### src/rtl/core/rwhp_pkg.sv
// Package for the RIFF/WAVE header parser: payload structs, status codes,
// chunk tags and the sample format table. No dependencies.
`default_nettype none

package rwhp_pkg;

    localparam int JOB_DEPTH = 2;
    localparam int FMT_COUNT = 19;

    localparam logic [2:0] STAT_OK        = 3'd0;
    localparam logic [2:0] STAT_BAD_RIFF  = 3'd1;
    localparam logic [2:0] STAT_NOT_WAVE  = 3'd2;
    localparam logic [2:0] STAT_FMT_SHORT = 3'd3;
    localparam logic [2:0] STAT_RATE_MISS = 3'd4;
    localparam logic [2:0] STAT_NO_FORMAT = 3'd5;
    localparam logic [2:0] STAT_TRUNCATED = 3'd6;

    localparam logic [31:0] TAG_RIFF = 32'h52494646;
    localparam logic [31:0] TAG_RIFX = 32'h52494658;
    localparam logic [31:0] TAG_WAVE = 32'h57415645;
    localparam logic [31:0] TAG_FMT  = 32'h666D7420;
    localparam logic [31:0] TAG_DATA = 32'h64617461;

    localparam logic [15:0] CODE_PCM   = 16'h0001;
    localparam logic [15:0] CODE_FLOAT = 16'h0003;
    localparam logic [15:0] CODE_ALAW  = 16'h0006;
    localparam logic [15:0] CODE_MULAW = 16'h0007;

    typedef struct packed {
        logic       start_req;
        logic [7:0] data_byte;
        logic       end_of_stream;
    } in_item_t;

    typedef struct packed {
        logic [2:0]  status;
        logic        big_endian;
        logic [15:0] format_tag;
        logic [15:0] channels;
        logic [31:0] sample_rate;
        logic [15:0] valid_bits;
        logic [4:0]  sample_format;
        logic [31:0] data_bytes;
    } result_t;

    // Work handed from the byte parser to the format checker.
    typedef struct packed {
        logic        finish;
        logic [2:0]  status;
        logic        big_endian;
        logic [15:0] code;
        logic [15:0] channels;
        logic [31:0] rate;
        logic [31:0] avg_rate;
        logic [15:0] bits;
        logic [31:0] data_bytes;
    } job_t;

    typedef struct packed {
        logic [15:0] code;
        logic [7:0]  width;
        logic [7:0]  phys;
        logic        is_be;
    } fmt_entry_t;

    function automatic fmt_entry_t fmt_entry(input logic [4:0] idx);
        fmt_entry_t e;
        case (idx)
            5'd0:    e = '{CODE_PCM,   8'd8,  8'd8,  1'b0};
            5'd1:    e = '{CODE_PCM,   8'd16, 8'd16, 1'b0};
            5'd2:    e = '{CODE_PCM,   8'd16, 8'd16, 1'b1};
            5'd3:    e = '{CODE_PCM,   8'd24, 8'd32, 1'b0};
            5'd4:    e = '{CODE_PCM,   8'd24, 8'd32, 1'b1};
            5'd5:    e = '{CODE_PCM,   8'd32, 8'd32, 1'b0};
            5'd6:    e = '{CODE_PCM,   8'd32, 8'd32, 1'b1};
            5'd7:    e = '{CODE_PCM,   8'd24, 8'd24, 1'b0};
            5'd8:    e = '{CODE_PCM,   8'd24, 8'd24, 1'b1};
            5'd9:    e = '{CODE_PCM,   8'd20, 8'd24, 1'b0};
            5'd10:   e = '{CODE_PCM,   8'd20, 8'd24, 1'b1};
            5'd11:   e = '{CODE_PCM,   8'd18, 8'd24, 1'b0};
            5'd12:   e = '{CODE_PCM,   8'd18, 8'd24, 1'b1};
            5'd13:   e = '{CODE_FLOAT, 8'd32, 8'd32, 1'b0};
            5'd14:   e = '{CODE_FLOAT, 8'd32, 8'd32, 1'b1};
            5'd15:   e = '{CODE_FLOAT, 8'd64, 8'd64, 1'b0};
            5'd16:   e = '{CODE_FLOAT, 8'd64, 8'd64, 1'b1};
            5'd17:   e = '{CODE_ALAW,  8'd8,  8'd8,  1'b0};
            5'd18:   e = '{CODE_MULAW, 8'd8,  8'd8,  1'b0};
            default: e = '{16'd0, 8'd0, 8'd0, 1'b0};
        endcase
        return e;
    endfunction

endpackage

`default_nettype wire

### src/rtl/core/rwhp_front.sv
// Byte parser: walks RIFF header, form id and subchunks, one byte per cycle
// while accept is high. Depends on rwhp_pkg.
`default_nettype none

module rwhp_front
    import rwhp_pkg::*;
(
    input  wire logic     clk,
    input  wire logic     rst_n,
    input  wire logic     accept,
    input  wire in_item_t item,
    output logic          job_valid,
    output job_t          job
);

    typedef enum logic [2:0] {
        PH_IDLE, PH_RIFF, PH_FORM, PH_SUBHDR, PH_FMT, PH_SKIP
    } phase_t;

    phase_t      phase_reg, phase_next;
    logic [4:0]  pos_reg, pos_next;
    logic [31:0] field_reg, field_next;
    logic [31:0] skip_reg, skip_next;
    logic        endian_reg, endian_next;
    logic [31:0] tag_reg, tag_next;
    logic [15:0] code_reg, code_next;
    logic [15:0] chan_reg, chan_next;
    logic [31:0] rate_reg, rate_next;
    logic [31:0] avg_reg, avg_next;
    logic [15:0] frame_reg, frame_next;
    logic [15:0] bits_reg, bits_next;
    logic [31:0] prod_reg, prod_next;
    logic [47:0] full_prod;

    assign full_prod = frame_reg * rate_reg;

    function automatic logic [31:0] take_field(input logic [31:0] f, input logic [7:0] b,
                                               input logic [1:0] k, input logic be);
        logic [31:0] base;
        base = (k == 2'd0) ? 32'd0 : f;
        if (be)
            return {base[23:0], b};
        return base | ({24'd0, b} << {k, 3'b000});
    endfunction

    always_comb
    begin
        phase_t     cur;
        logic [4:0] pos;
        logic [7:0] b;
        logic       done;
        phase_next  = phase_reg;
        pos_next    = pos_reg;
        field_next  = field_reg;
        skip_next   = skip_reg;
        endian_next = endian_reg;
        tag_next    = tag_reg;
        code_next   = code_reg;
        chan_next   = chan_reg;
        rate_next   = rate_reg;
        avg_next    = avg_reg;
        frame_next  = frame_reg;
        bits_next   = bits_reg;
        prod_next   = prod_reg;
        job_valid   = 1'b0;
        job         = '0;
        done        = 1'b0;
        b           = item.data_byte;
        cur         = PH_IDLE;
        pos         = 5'd0;
        if (accept)
        begin
            if (item.start_req)
            begin
                phase_next  = PH_RIFF;
                pos_next    = 5'd0;
                field_next  = '0;
                skip_next   = '0;
                endian_next = 1'b0;
                tag_next    = '0;
                code_next   = '0;
                chan_next   = '0;
                rate_next   = '0;
                avg_next    = '0;
                frame_next  = '0;
                bits_next   = '0;
            end
            cur = phase_next;
            if (cur != PH_IDLE)
            begin
                pos      = pos_next;
                pos_next = pos + 5'd1;
                case (cur)
                    PH_RIFF:
                    begin
                        if (pos < 5'd4)
                            tag_next = {tag_next[23:0], b};
                        if (pos == 5'd7)
                        begin
                            pos_next = 5'd0;
                            if (tag_next == TAG_RIFX)
                            begin
                                endian_next = 1'b1;
                                phase_next  = PH_FORM;
                            end
                            else if (tag_next == TAG_RIFF)
                            begin
                                endian_next = 1'b0;
                                phase_next  = PH_FORM;
                            end
                            else
                            begin
                                done       = 1'b1;
                                job.status = STAT_BAD_RIFF;
                            end
                        end
                    end
                    PH_FORM:
                    begin
                        tag_next = {tag_next[23:0], b};
                        if (pos == 5'd3)
                        begin
                            pos_next = 5'd0;
                            if (tag_next != TAG_WAVE)
                            begin
                                done       = 1'b1;
                                job.status = STAT_NOT_WAVE;
                            end
                            else
                                phase_next = PH_SUBHDR;
                        end
                    end
                    PH_SUBHDR:
                    begin
                        if (pos < 5'd4)
                            tag_next = {tag_next[23:0], b};
                        else
                            field_next = take_field(field_next, b, pos[1:0], endian_next);
                        if (pos == 5'd7)
                        begin
                            pos_next = 5'd0;
                            if (tag_next == TAG_FMT)
                            begin
                                if (field_next < 32'd16)
                                begin
                                    done       = 1'b1;
                                    job.status = STAT_FMT_SHORT;
                                end
                                else
                                begin
                                    skip_next  = field_next - 32'd16;
                                    phase_next = PH_FMT;
                                end
                            end
                            else if (tag_next == TAG_DATA)
                            begin
                                done           = 1'b1;
                                job.finish     = 1'b1;
                                job.code       = code_next;
                                job.channels   = chan_next;
                                job.rate       = rate_next;
                                job.avg_rate   = avg_next;
                                job.bits       = bits_next;
                                job.data_bytes = field_next;
                            end
                            else
                            begin
                                skip_next  = field_next;
                                phase_next = (field_next != 32'd0) ? PH_SKIP : PH_SUBHDR;
                            end
                        end
                    end
                    PH_FMT:
                    begin
                        if ((pos >= 5'd4) && (pos < 5'd12))
                            field_next = take_field(field_next, b, pos[1:0], endian_next);
                        else
                            field_next = take_field(field_next, b, {1'b0, pos[0]},
                                                    endian_next);
                        if (pos == 5'd1)
                            code_next = field_next[15:0];
                        if (pos == 5'd3)
                            chan_next = field_next[15:0];
                        if (pos == 5'd7)
                            rate_next = field_next;
                        if (pos == 5'd11)
                            avg_next = field_next;
                        if (pos == 5'd13)
                            frame_next = field_next[15:0];
                        if (pos == 5'd14)
                            prod_next = full_prod[31:0];
                        if (pos == 5'd15)
                        begin
                            bits_next = field_next[15:0];
                            pos_next  = 5'd0;
                            if (avg_next != prod_reg)
                            begin
                                done       = 1'b1;
                                job.status = STAT_RATE_MISS;
                            end
                            else
                                phase_next = (skip_next != 32'd0) ? PH_SKIP : PH_SUBHDR;
                        end
                    end
                    PH_SKIP:
                    begin
                        pos_next = 5'd0;
                        if (skip_next != 32'd0)
                            skip_next = skip_next - 32'd1;
                        if (skip_next == 32'd0)
                            phase_next = PH_SUBHDR;
                    end
                    default:
                    begin
                        phase_next = PH_IDLE;
                    end
                endcase
                if (!done && item.end_of_stream)
                begin
                    done       = 1'b1;
                    job.status = STAT_TRUNCATED;
                end
                if (done)
                begin
                    job_valid      = 1'b1;
                    job.big_endian = endian_next;
                    phase_next     = PH_IDLE;
                end
            end
        end
    end

    always_ff @(posedge clk or negedge rst_n)
    begin
        if (!rst_n)
        begin
            phase_reg  <= PH_IDLE;
            pos_reg    <= '0;
            field_reg  <= '0;
            skip_reg   <= '0;
            endian_reg <= 1'b0;
            tag_reg    <= '0;
            code_reg   <= '0;
            chan_reg   <= '0;
            rate_reg   <= '0;
            avg_reg    <= '0;
            frame_reg  <= '0;
            bits_reg   <= '0;
            prod_reg   <= '0;
        end
        else
        begin
            phase_reg  <= phase_next;
            pos_reg    <= pos_next;
            field_reg  <= field_next;
            skip_reg   <= skip_next;
            endian_reg <= endian_next;
            tag_reg    <= tag_next;
            code_reg   <= code_next;
            chan_reg   <= chan_next;
            rate_reg   <= rate_next;
            avg_reg    <= avg_next;
            frame_reg  <= frame_next;
            bits_reg   <= bits_next;
            prod_reg   <= prod_next;
        end
    end

endmodule

`default_nettype wire

### src/rtl/core/rwhp_fifo.sv
// Short job queue between the byte parser and the format checker.
// Depends on rwhp_pkg.
`default_nettype none

module rwhp_fifo
    import rwhp_pkg::*;
#(
    parameter int DEPTH = JOB_DEPTH
)
(
    input  wire logic clk,
    input  wire logic rst_n,
    input  wire logic push,
    input  wire job_t push_data,
    output logic      full,
    input  wire logic pop,
    output job_t      pop_data,
    output logic      empty
);

    localparam int AW = (DEPTH > 1) ? $clog2(DEPTH) : 1;
    localparam int CW = $clog2(DEPTH + 1);
    localparam logic [AW-1:0] LAST = AW'(DEPTH - 1);
    localparam logic [CW-1:0] FULL_COUNT = CW'(DEPTH);

    job_t          mem [DEPTH];
    logic [AW-1:0] wr_reg, rd_reg;
    logic [CW-1:0] count_reg;
    logic          do_push, do_pop;

    assign full     = (count_reg == FULL_COUNT);
    assign empty    = (count_reg == '0);
    assign do_push  = push && !full;
    assign do_pop   = pop && !empty;
    assign pop_data = mem[rd_reg];

    always_ff @(posedge clk)
    begin
        if (do_push)
            mem[wr_reg] <= push_data;
    end

    always_ff @(posedge clk or negedge rst_n)
    begin
        if (!rst_n)
        begin
            wr_reg    <= '0;
            rd_reg    <= '0;
            count_reg <= '0;
        end
        else
        begin
            if (do_push)
                wr_reg <= (wr_reg == LAST) ? '0 : wr_reg + AW'(1);
            if (do_pop)
                rd_reg <= (rd_reg == LAST) ? '0 : rd_reg + AW'(1);
            if (do_push && !do_pop)
                count_reg <= count_reg + CW'(1);
            else if (do_pop && !do_push)
                count_reg <= count_reg - CW'(1);
        end
    end

endmodule

`default_nettype wire

### src/rtl/core/rwhp_back.sv
// Format checker: physical width by two bit-serial divides, table match,
// and the result register. Depends on rwhp_pkg.
`default_nettype none

module rwhp_back
    import rwhp_pkg::*;
(
    input  wire logic clk,
    input  wire logic rst_n,
    input  wire logic job_empty,
    input  wire job_t job_data,
    output logic      job_pop,
    input  wire logic pop,
    output logic      empty,
    output result_t   result
);

    typedef enum logic [2:0] {
        ST_IDLE, ST_DIV1, ST_DIV2, ST_MATCH
    } state_t;

    state_t      state_reg;
    job_t        job_reg;
    result_t     out_reg;
    logic        out_valid_reg;
    logic [31:0] rem_reg, quo_reg, divisor_reg;
    logic [4:0]  cnt_reg;

    logic [32:0] rem_sh, diff;
    logic [31:0] rem_next, quo_next;
    logic        found;
    logic [4:0]  found_idx;

    assign job_pop = (state_reg == ST_IDLE) && !job_empty && !out_valid_reg;
    assign empty   = !out_valid_reg;
    assign result  = out_reg;

    // One restoring step per cycle.
    assign rem_sh   = {rem_reg, quo_reg[31]};
    assign diff     = rem_sh - {1'b0, divisor_reg};
    assign rem_next = diff[32] ? rem_sh[31:0] : diff[31:0];
    assign quo_next = {quo_reg[30:0], !diff[32]};

    always_comb
    begin
        fmt_entry_t e;
        found     = 1'b0;
        found_idx = '0;
        for (int i = FMT_COUNT - 1; i >= 0; i--)
        begin
            e = fmt_entry(5'(i));
            if ((job_reg.code == e.code) && (job_reg.bits == {8'd0, e.width})
                && (quo_reg == {24'd0, e.phys}) && !(job_reg.big_endian && !e.is_be))
            begin
                found     = 1'b1;
                found_idx = 5'(i);
            end
        end
    end

    always_ff @(posedge clk or negedge rst_n)
    begin
        if (!rst_n)
        begin
            state_reg     <= ST_IDLE;
            out_valid_reg <= 1'b0;
            cnt_reg       <= '0;
        end
        else
        begin
            if (pop && out_valid_reg)
                out_valid_reg <= 1'b0;
            case (state_reg)
                ST_IDLE:
                begin
                    if (job_pop)
                    begin
                        job_reg <= job_data;
                        if (!job_data.finish)
                        begin
                            out_reg       <= '{job_data.status, job_data.big_endian,
                                               16'd0, 16'd0, 32'd0, 16'd0, 5'd0, 32'd0};
                            out_valid_reg <= 1'b1;
                        end
                        else if ((job_data.channels == 16'd0) || (job_data.rate == 32'd0))
                        begin
                            out_reg       <= '{STAT_NO_FORMAT, job_data.big_endian,
                                               job_data.code, job_data.channels,
                                               job_data.rate, job_data.bits, 5'd0,
                                               job_data.data_bytes};
                            out_valid_reg <= 1'b1;
                        end
                        else
                        begin
                            rem_reg     <= '0;
                            quo_reg     <= {job_data.avg_rate[28:0], 3'b000};
                            divisor_reg <= {16'd0, job_data.channels};
                            cnt_reg     <= '0;
                            state_reg   <= ST_DIV1;
                        end
                    end
                end
                ST_DIV1:
                begin
                    cnt_reg <= cnt_reg + 5'd1;
                    quo_reg <= quo_next;
                    if (cnt_reg == 5'd31)
                    begin
                        rem_reg     <= '0;
                        divisor_reg <= job_reg.rate;
                        state_reg   <= ST_DIV2;
                    end
                    else
                        rem_reg <= rem_next;
                end
                ST_DIV2:
                begin
                    cnt_reg <= cnt_reg + 5'd1;
                    quo_reg <= quo_next;
                    rem_reg <= rem_next;
                    if (cnt_reg == 5'd31)
                        state_reg <= ST_MATCH;
                end
                ST_MATCH:
                begin
                    out_reg       <= '{found ? STAT_OK : STAT_NO_FORMAT, job_reg.big_endian,
                                       job_reg.code, job_reg.channels, job_reg.rate,
                                       job_reg.bits, found ? found_idx : 5'd0,
                                       job_reg.data_bytes};
                    out_valid_reg <= 1'b1;
                    state_reg     <= ST_IDLE;
                end
                default:
                begin
                    state_reg <= ST_IDLE;
                end
            endcase
        end
    end

`ifndef SYNTH
    a_hold_result: assert property (@(posedge clk) disable iff (!rst_n)
        (out_valid_reg && !pop) |=> (out_valid_reg && $stable(out_reg)))
        else $error("pending result changed before transfer");
    a_take_when_free: assert property (@(posedge clk) disable iff (!rst_n)
        job_pop |-> (!out_valid_reg && !job_empty))
        else $error("job taken while result register busy");
    a_divisor_nonzero: assert property (@(posedge clk) disable iff (!rst_n)
        ((state_reg == ST_DIV1) || (state_reg == ST_DIV2)) |-> (divisor_reg != 32'd0))
        else $error("divide by zero in width check");
    a_match_after_div: assert property (@(posedge clk) disable iff (!rst_n)
        (state_reg == ST_MATCH) |-> ($past(state_reg) == ST_DIV2))
        else $error("table match entered without divide");
`endif

endmodule

`default_nettype wire

### src/rtl/core/riff_wave_header_parser.sv
// Top level of the RIFF/WAVE header parser: byte parser, job queue, checker.
// Depends on rwhp_pkg, rwhp_front, rwhp_fifo, rwhp_back.
//
//  channel  | handshake        | payload
//  ---------+------------------+-----------------------------
//  input    | push / full      | item   (in_item_t, one byte)
//  result   | pop  / empty     | result (result_t)
//
// The parser takes one byte per cycle while the job queue has room.
// A data header ending with a usable fmt chunk goes through the checker's
// two 32-step bit-serial divides (physical width) and one table match;
// every other result goes to the result register as its job is popped.
// Reset clears all control state; no clearing pass is needed.
// full rises only while the job queue holds DEPTH unchecked results.
`default_nettype none

module riff_wave_header_parser
    import rwhp_pkg::*;
#(
    parameter int DEPTH = JOB_DEPTH
)
(
    input  wire logic     clk,
    input  wire logic     rst_n,
    input  wire logic     push,
    output logic          full,
    input  wire in_item_t item,
    input  wire logic     pop,
    output logic          empty,
    output result_t       result
);

    logic accept;
    logic job_valid, job_empty, job_pop;
    job_t job, job_data;

    // Accept a byte only when the queue can hold any result it triggers.
    assign accept = push && !full;

    rwhp_front u_front
    (
        .clk       (clk),
        .rst_n     (rst_n),
        .accept    (accept),
        .item      (item),
        .job_valid (job_valid),
        .job       (job)
    );

    rwhp_fifo #(.DEPTH(DEPTH)) u_fifo
    (
        .clk       (clk),
        .rst_n     (rst_n),
        .push      (job_valid),
        .push_data (job),
        .full      (full),
        .pop       (job_pop),
        .pop_data  (job_data),
        .empty     (job_empty)
    );

    rwhp_back u_back
    (
        .clk       (clk),
        .rst_n     (rst_n),
        .job_empty (job_empty),
        .job_data  (job_data),
        .job_pop   (job_pop),
        .pop       (pop),
        .empty     (empty),
        .result    (result)
    );

endmodule

`default_nettype wire

### config.mk
export PLATFORM = sky130hd
export DESIGN_NAME = riff_wave_header_parser
export DESIGN_NICKNAME = d
export VERILOG_FILES = /design/src/rtl/core/rwhp_pkg.sv /design/src/rtl/core/rwhp_front.sv /design/src/rtl/core/rwhp_fifo.sv /design/src/rtl/core/rwhp_back.sv /design/src/rtl/core/riff_wave_header_parser.sv
export SDC_FILE = /design/constraint.sdc
export NUM_CORES = 2
export LEC_CHECK = 0
export BUFFER_PORTS_ARGS = -buffer_cell sky130_fd_sc_hd__buf_2
export CAP_MARGIN = 20
export CORE_ASPECT_RATIO = 1.1
export CORE_MARGIN = 10
export CORE_UTILIZATION = 59
export CTS_CLUSTER_DIAMETER = 60
export CTS_CLUSTER_SIZE = 20
export DETAILED_ROUTE_END_ITERATION = 6
export HOLD_SLACK_MARGIN = 0.06
export PLACE_DENSITY = 0.76
export SYNTH_ARGS = -nofsm -noshare
export SYNTH_HDL_FRONTEND = slang
export SYNTH_SLANG_ARGS = --single-unit
export TNS_END_PERCENT = 1
### constraint.sdc
create_clock -name clk -period 12.9 [get_ports clk]
set_input_delay 1.29 -clock clk [delete_from_list [all_inputs] [get_ports clk]]
set_output_delay 1.29 -clock clk [all_outputs]
set_load 0.05 [all_outputs]
After elaboration in Yosys (flattened, before gate mapping) --
Memories as Yosys holds them, arrays and structs flattened. Cells that the tools add are included.
Operators by class: magnitude comparators 4, reduce and logical (&&, ||, !) cells 75, multipliers 1, shift operators 2, bitwise logic cells 2, mux-type cells 233, add/subtract/negate cells 9, equality and inequality tests 45
Operator list (number):
- $mux W32 | 59
- $mux W144 | 4
- $mux W121 | 3
- $mux W149 | 2
- $mux W16 | 16
- $pmux W32 S2 | 4
- $pmux W121 S2 | 1
- $pmux W32 S3 | 2
- $mux W5 | 29
- $eq A32 B31 Y1 const B | 4
- $mux W3 | 30
- $mux W1 | 70
- $eq A16 B5 Y1 const B | 4
- $eq A32 B5 Y1 const B | 2
- $logic_not A32 Y1 | 2
- $or A32 B32 Y32 | 2
- $reduce_bool A32 Y1 | 2
- $logic_and A1 B1 Y1 | 42
- $sub A33 B32 Y33 | 1
- $eq A16 B3 Y1 const B | 2
- $eq A32 B4 Y1 const B | 1
- $eq A32 B6 Y1 const B | 1
- $eq A32 B7 Y1 const B | 1
- $lt A32 B5 Y1 const B | 1
- other kinds (52) | 86
Storage, ports and cells: bits in registers 608, output and inout port bits 123, input bits 14, logic and storage cells 408, memory bits (writable) 298, memories kept 1
Memories:
- u_fifo.mem | depth 2, bits a word 149, rd ports 1, clocked after memory_dff 0, write ports 1, RTL line rwhp_fifo.sv:26 | job_t mem [DEPTH];

Depth between registers and ports, before layout --
depth after elaboration 35, gate-level depth with buffers 27, gate-level depth less buffers 24

Modules after synthesis --
Synthesis repeated with hierarchy kept, for this count alone.
Second synthesis, totals: cells, all modules 5095, area total of the unflattened synthesis 55846.1 µm²
By module, submodules not included:
- rwhp_front | cells an instance 3455, sequential area each 6631.4 µm², instances 1, area each 29153.0 µm²
- rwhp_back | cells an instance 1156, sequential area each 10109.7 µm², instances 1, area each 15317.2 µm²
- rwhp_fifo | cells an instance 483, sequential area each 9048.7 µm², instances 1, area each 11362.1 µm²
- riff_wave_header_parser | cells an instance 1, sequential area each 0.0 µm², instances 1, area each 13.8 µm²

Worst setup path after synthesis --
No wires, ideal clock.
path type input to register, start point input port item[9] (netlist name), end point memory u_fifo.mem[0][0] (netlist name), enable pin, stages 24, path buffers 11, required time 12229 ps, data arrival time 11884 ps, slack 345 ps, library setup time 671 ps, cells stage by stage buf_4 > inv_1 > buf_2 > buf_2 > buf_2 > clkbuf_1 > clkbuf_1 > clkbuf_1 > clkbuf_1 > nand2_1 > ha_1 > or2_2 > clkbuf_1 > buf_2 > o22ai_1 > o21ai_2 > nand4_1 > or4_1 > buf_2 > nor3_4 > o22ai_1 > a21boi_4 > a21oi_4 > nor2b_1
Between the ends: cells in the longest elaborated chain, start to end 30, elaborated cells on any way between the ends 97, classes of those cells order compare (4); eq/ne (14); shift (2); mux (69); bitwise (2); reduce/logical (6)
RTL lines:
- start, declared | RTL line riff_wave_header_parser.sv:27 | input wire in_item_t item,
- $mux W1 | RTL line rwhp_front.sv:73 | if (item.start_req)
- $mux W1 | RTL line rwhp_front.sv:71 | if (accept)
- $mux W1 | RTL line rwhp_front.sv:41 | if (be)
- $mux W1 (on tied branches) | RTL line rwhp_front.sv:135, rwhp_front.sv:175
- $mux W1 | RTL line rwhp_front.sv:93 | case (cur)
- $mux W1 | RTL line rwhp_front.sv:89 | if (cur != PH_IDLE)
- $mux W1 | RTL line rwhp_front.sv:71
- $mux W32 | RTL line rwhp_front.sv:43 | return base | ({24'd0, b} << {k, 3'b000});
- [... 15 more ...]
- $mux W1 | RTL line rwhp_front.sv:71
- $mux W1 | RTL line rwhp_front.sv:223 | if (done)
- $mux W1 * | RTL line rwhp_front.sv:89
- $mux W1 * | RTL line rwhp_front.sv:71
- $logic_and A1 B1 Y1 * | RTL line rwhp_fifo.sv:33 | assign do_push = push && !full;
- named net u_fifo.do_push | RTL line rwhp_fifo.sv:29 | logic do_push, do_pop;
- $mux W1 * | RTL line rwhp_fifo.sv:39 | if (do_push)
- $mux W1 (implied by the code) * | RTL line rwhp_fifo.sv:40 | mem[wr_reg] <= push_data;
- end, declared | RTL line rwhp_fifo.sv:26
Mark *: on every way through the listed nets, which the timed path passes. The rest lies on a longest branch. The select of a mux whose other input is x is not followed.

Worst setup path after layout --
start point register u_front.rate_reg[9], end point register u_front.prod_reg[30]
Between the ends: cells in the longest elaborated chain, start to end 1
RTL lines:
- start, declared | RTL line rwhp_front.sv:28 | logic [31:0] rate_reg, rate_next;
- start signal, assigned | RTL line rwhp_front.sv:261 | rate_reg <= rate_next;
- $mul A16 B32 Y32 | RTL line rwhp_front.sv:35 | assign full_prod = frame_reg * rate_reg;
- end signal, assigned | RTL line rwhp_front.sv:265 | prod_reg <= prod_next;
- end, declared | RTL line rwhp_front.sv:32 | logic [31:0] prod_reg, prod_next;
No other way between the ends. A chain may end at the register's enable or synchronous reset.

==> summary.txt <==
Synth
  • Post-Syn Nets: 5,730
  • Netlist Area Pre-Place: 55,500 um2
  • Top cell type's share of synthesized area: 33.6%
  • Post-synthesis sequential area ratio: between 40% and 50%
  • Area leader, netlist: sky130_fd_sc_hd__edfxtp_1
  • Total of flip-flops plus latches after synthesis: 899
  • Syn Inst Count: 5,298
  • Async SR Flop Fraction: 30.8%
  • Count of flip-flops with a built-in enable after synthesis: just over 600
  • Netlist cell types: around 120
  • Flip-flop cell with the highest count after synthesis: sky130_fd_sc_hd__edfxtp_1
  • Synth area leaders: sky130_fd_sc_hd__edfxtp_1 34%, sky130_fd_sc_hd__dfrtp_1 12%, sky130_fd_sc_hd__fa_1 11%
  • Mean post-synth cell area: 10.5 um2
  • Synthesis warning total: 0

STA
  • Highest clock rate: approximately 0.14 GHz
  • Final setup fails: 0
  • RSZ-0062 raised after global routing: no
  • Final total negative setup slack: 0 ps
  • Relative slew slack: 16.8%
  • Count of final max-slew check failures: 0
  • Final Cycle Share: approximately 57%
  • Worst-case setup margin in the final layout: about 5500 ps
  • Transition at the pin with the smallest max-transition slack: 1240 ps
  • Count of endpoints failing hold in the final timing report: 0
  • Post-layout min period: 7380 ps
  • Worst Clk Skew: roughly 30 ps

Worst setup path
  • Setup CP Type: flop to flop
  • Reg2Reg Launch Point: u_front.rate_reg[9]$_DFFE_PN0P_
  • Required @ worst endpoint: 13,420 ps
  • Buffering stage count on the worst path with inverters included: 3
  • Worst Path Max Fanout: 18
  • Critical Path, Cell by Cell: nand2_1 -> fa_1 -> fa_1 -> fa_1 -> inv_1 -> ha_1 -> inv_1 -> fa_1 -> fa_1 -> inv_1 -> ha_1 -> a21o_1 -> a2111oi_2 -> and2_1 -> nand3_1 -> a31oi_1 -> o31ai_1 -> a211oi_1 -> nor4b_1 -> or3b_1 -> mux2_2
  • Worst-case register-to-register setup slack: approximately 5500 ps
  • Critical Path Max Stage Delay: 920 ps
  • Capturing element type of the critical path: flop
  • Top Family by Delay on Critical Path: adder cells
  • Endpoint arrival time on the critical path: 7900 ps
  • Cell with the biggest individual delay on the critical path: sky130_fd_sc_hd__dfrtp_1
  • RR Endpoint: u_front.prod_reg[30]$_DFFE_PN0P_
  • CP startpoint kind: flop
  • R2R cell count: 21
  • Cell repeated most along the worst path: sky130_fd_sc_hd__fa_1

Drt
  • Highest metal layer with signal wires: met5
  • Vias: 41,866
  • Overall routed net length: 164,000 um
  • Post-DR vias/cell: roughly 6.4
  • Number of nets with antenna violations after routing: 0
  • Met1 Wirelength: 63,700 um
  • 1st-iter DRT viols: between 5,000 and 6,000
  • Routed WL per cell: 24.9 um
  • Met2 wirelength from detailed routing: 75,600 um
  • Initial DRT Pass Iterations: 6
  • Met3 Routed Length: 16,600 um
  • Post-route DRC: 0

Power
  • Part of the power in combinational logic: 35.5%
  • Sequential fraction of design power: a little over two fifths
  • VDD IR max: ~0.00015 V
  • Psw: between 3 and 4 mW
  • Portion of total power attributed to the clock network: roughly 23%
  • Switching part of the total: 38.3%
  • Design internal power: 6.02 mW
  • Design Power: around 9.7 mW
  • Cell area power density: between 150 and 200 nW/um2
  • Lkg Pwr: ~23 nW

Layout
  • Layout cell share with drive strength beyond 1: 10.9%
  • Layout net count: 5,709
  • Final cell count without fillers: 6,580
  • Layout filler cell count: 7,286
  • Post-layout utilization of the core: between 60 and 70%
  • Number of flip-flops in the largest register: 292
  • Growth of design area from synthesis to finish: 7.19%

Hold path
  • Min-Delay Path Depth: 2
  • Class of the tightest hold or removal check: flop to flop
  • Start point of the worst hold path: u_front.chan_reg[12]$_DFFE_PN0P_
  • Hold Crit Endpoint: u_front.chan_reg[12]$_DFFE_PN0P_

Placement
  • Total instance count after detailed placement: 6,455
  • Port Buffer Count: 136
  • Global placement routability congestion: 1.01
  • Detailed placer's ending HPWL: 114,000 um
  • Setup WS pre-CTS: about 5700 ps

Floorplanning
  • Cell Rows: between 100 and 150
  • Initial Util: between 50% and 60%
  • Floorplan die area: 107,000 um2
  • Core Area: ~93,000 um2
  • Die span in x: 312 um
  • Floorplan die height: 342 um
  • Boundary Pins: 137

CTS
  • Maximum clock insertion buffer count: 3
  • H-Tree Level Count: 3
  • Count of instances resized after the clock tree is built: 0
  • CTS sink count: 899
  • Clock tree from TritonCTS: done
  • Buffer count from post-CTS setup fixing: 0
  • Skew-Pair Late Insertion Delay: 650 ps
  • Post-CTS clock slew at the launch and capture registers of the worst setup and hold paths: ~80 ps
  • Cell chosen for the clock root: sky130_fd_sc_hd__clkbuf_16
  • Number of hold buffers added after CTS: 0
  • Clock buffer count from CTS: a little under 70

Global route
  • First-pass GRT wire length: ~250,000 um
  • Largest net degree at the start of global routing: about 110
  • Antenna violations before repair: 9
  • Via count of the first global-routing pass: approximately 41,000
  • Overflow left after global routing: 0
  • Global Route Usage Sum: 30.2%

Flow run
  • MaxCap Viol Count: 0

Run status
  • Run status: complete, no violations
cell type report:
type,count,area (um2),share of cell area [%]
diodes,5,12.5,0.0210
clock inverters,36,447,0.751
repair buffers,233,1420,2.38
multi-input cells,3617,26900,45.3
well taps,1249,1560,2.63
flip-flops and latches,899,25600,43.1
clock buffers,83,1800,3.03
inverters,458,1720,2.89
cells in the mapped netlist, types with 43 or more instances:
cell type,instances
sky130_fd_sc_hd__nor3_1,73
sky130_fd_sc_hd__dfrtp_1,277
sky130_fd_sc_hd__clkbuf_1,255
sky130_fd_sc_hd__edfxtp_1,622
sky130_fd_sc_hd__mux2_2,140
sky130_fd_sc_hd__a22o_1,115
sky130_fd_sc_hd__nor4_1,43
sky130_fd_sc_hd__xnor2_1,72
sky130_fd_sc_hd__ha_1,113
sky130_fd_sc_hd__nor2_1,304
sky130_fd_sc_hd__a21oi_1,139
sky130_fd_sc_hd__inv_1,455
sky130_fd_sc_hd__o21ai_0,369
sky130_fd_sc_hd__mux2i_1,77
sky130_fd_sc_hd__nand2_1,798
sky130_fd_sc_hd__fa_1,305
sky130_fd_sc_hd__and2_1,271
sky130_fd_sc_hd__nand3_1,51
tightest hold or removal path, stage by stage (launching register included):
cell and delay (ps):
sky130_fd_sc_hd__dfrtp_1 340, sky130_fd_sc_hd__nand2_1 40, sky130_fd_sc_hd__o21ai_0 60
worst max path at each step:
| stage | from | to | slack (ps) | cells past startpoint |
|---|---|---|---|---|
| after floorplan | item[9] | u_fifo.mem[0][0]$_DFFE_PP_ | 340 | 24 |
| after global placement | item[9] | u_fifo.mem[1][17]$_DFFE_PP_ | 5750 | 13 |
| after detailed placement | u_front.rate_reg[9]$_DFFE_PN0P_ | u_front.prod_reg[30]$_DFFE_PN0P_ | 5660 | 21 |
| after CTS | u_front.rate_reg[9]$_DFFE_PN0P_ | u_front.prod_reg[30]$_DFFE_PN0P_ | 5620 | 21 |
| after global routing | u_front.rate_reg[9]$_DFFE_PN0P_ | u_front.prod_reg[30]$_DFFE_PN0P_ | 5300 | 21 |
| final | u_front.rate_reg[9]$_DFFE_PN0P_ | u_front.prod_reg[30]$_DFFE_PN0P_ | 5520 | 21 |
metal layers:
metal  vias to the layer above  track usage (%)
met5                         -                0
met3                       448             5.95
met1                     20684             40.5
li1                      18445                -
met4                         6             12.7
met2                      2283             47.7
stage by stage:
stage	cell area, um2	hold WS (ps)
after CTS	59500	481
after detailed placement	57200	464
final	59500	478
after floorplan	55500	442
after global placement	57200	454
after global routing	59500	496
placed cells by master (no fill, tap or decap), drive strengths merged, types with 72 or more instances in the layout:
cell type / instances
nand2: 801
edfxtp: 622
inv: 472
o21ai: 391
nor2: 306
fa: 305
dfrtp: 277
and2: 272
buf: 233
mux2: 146
a21oi: 143
a22o: 115
ha: 113
clkbuf: 83
mux2i: 80
nor3: 77
xnor2: 72
power by group through the flow:
stage	registers (mW)	logic, mW	clock network, mW
CTS	4.07	3.43	2.22
finish	4.08	3.46	2.21
global placement	4.12	3.37	0
floorplan	4.26	2.32	0
global route	4.13	3.76	2.33
detailed placement	4.13	3.41	0
cell families after synthesis:
family	synth area share, %
fa+ha+maj	13.5
flops	46.1
xor+xnor	1.65
compound gates	13.3
buf+inv	5.57
mux	4.46
simple gates	15.4
Power figures use the tool's default switching activity.
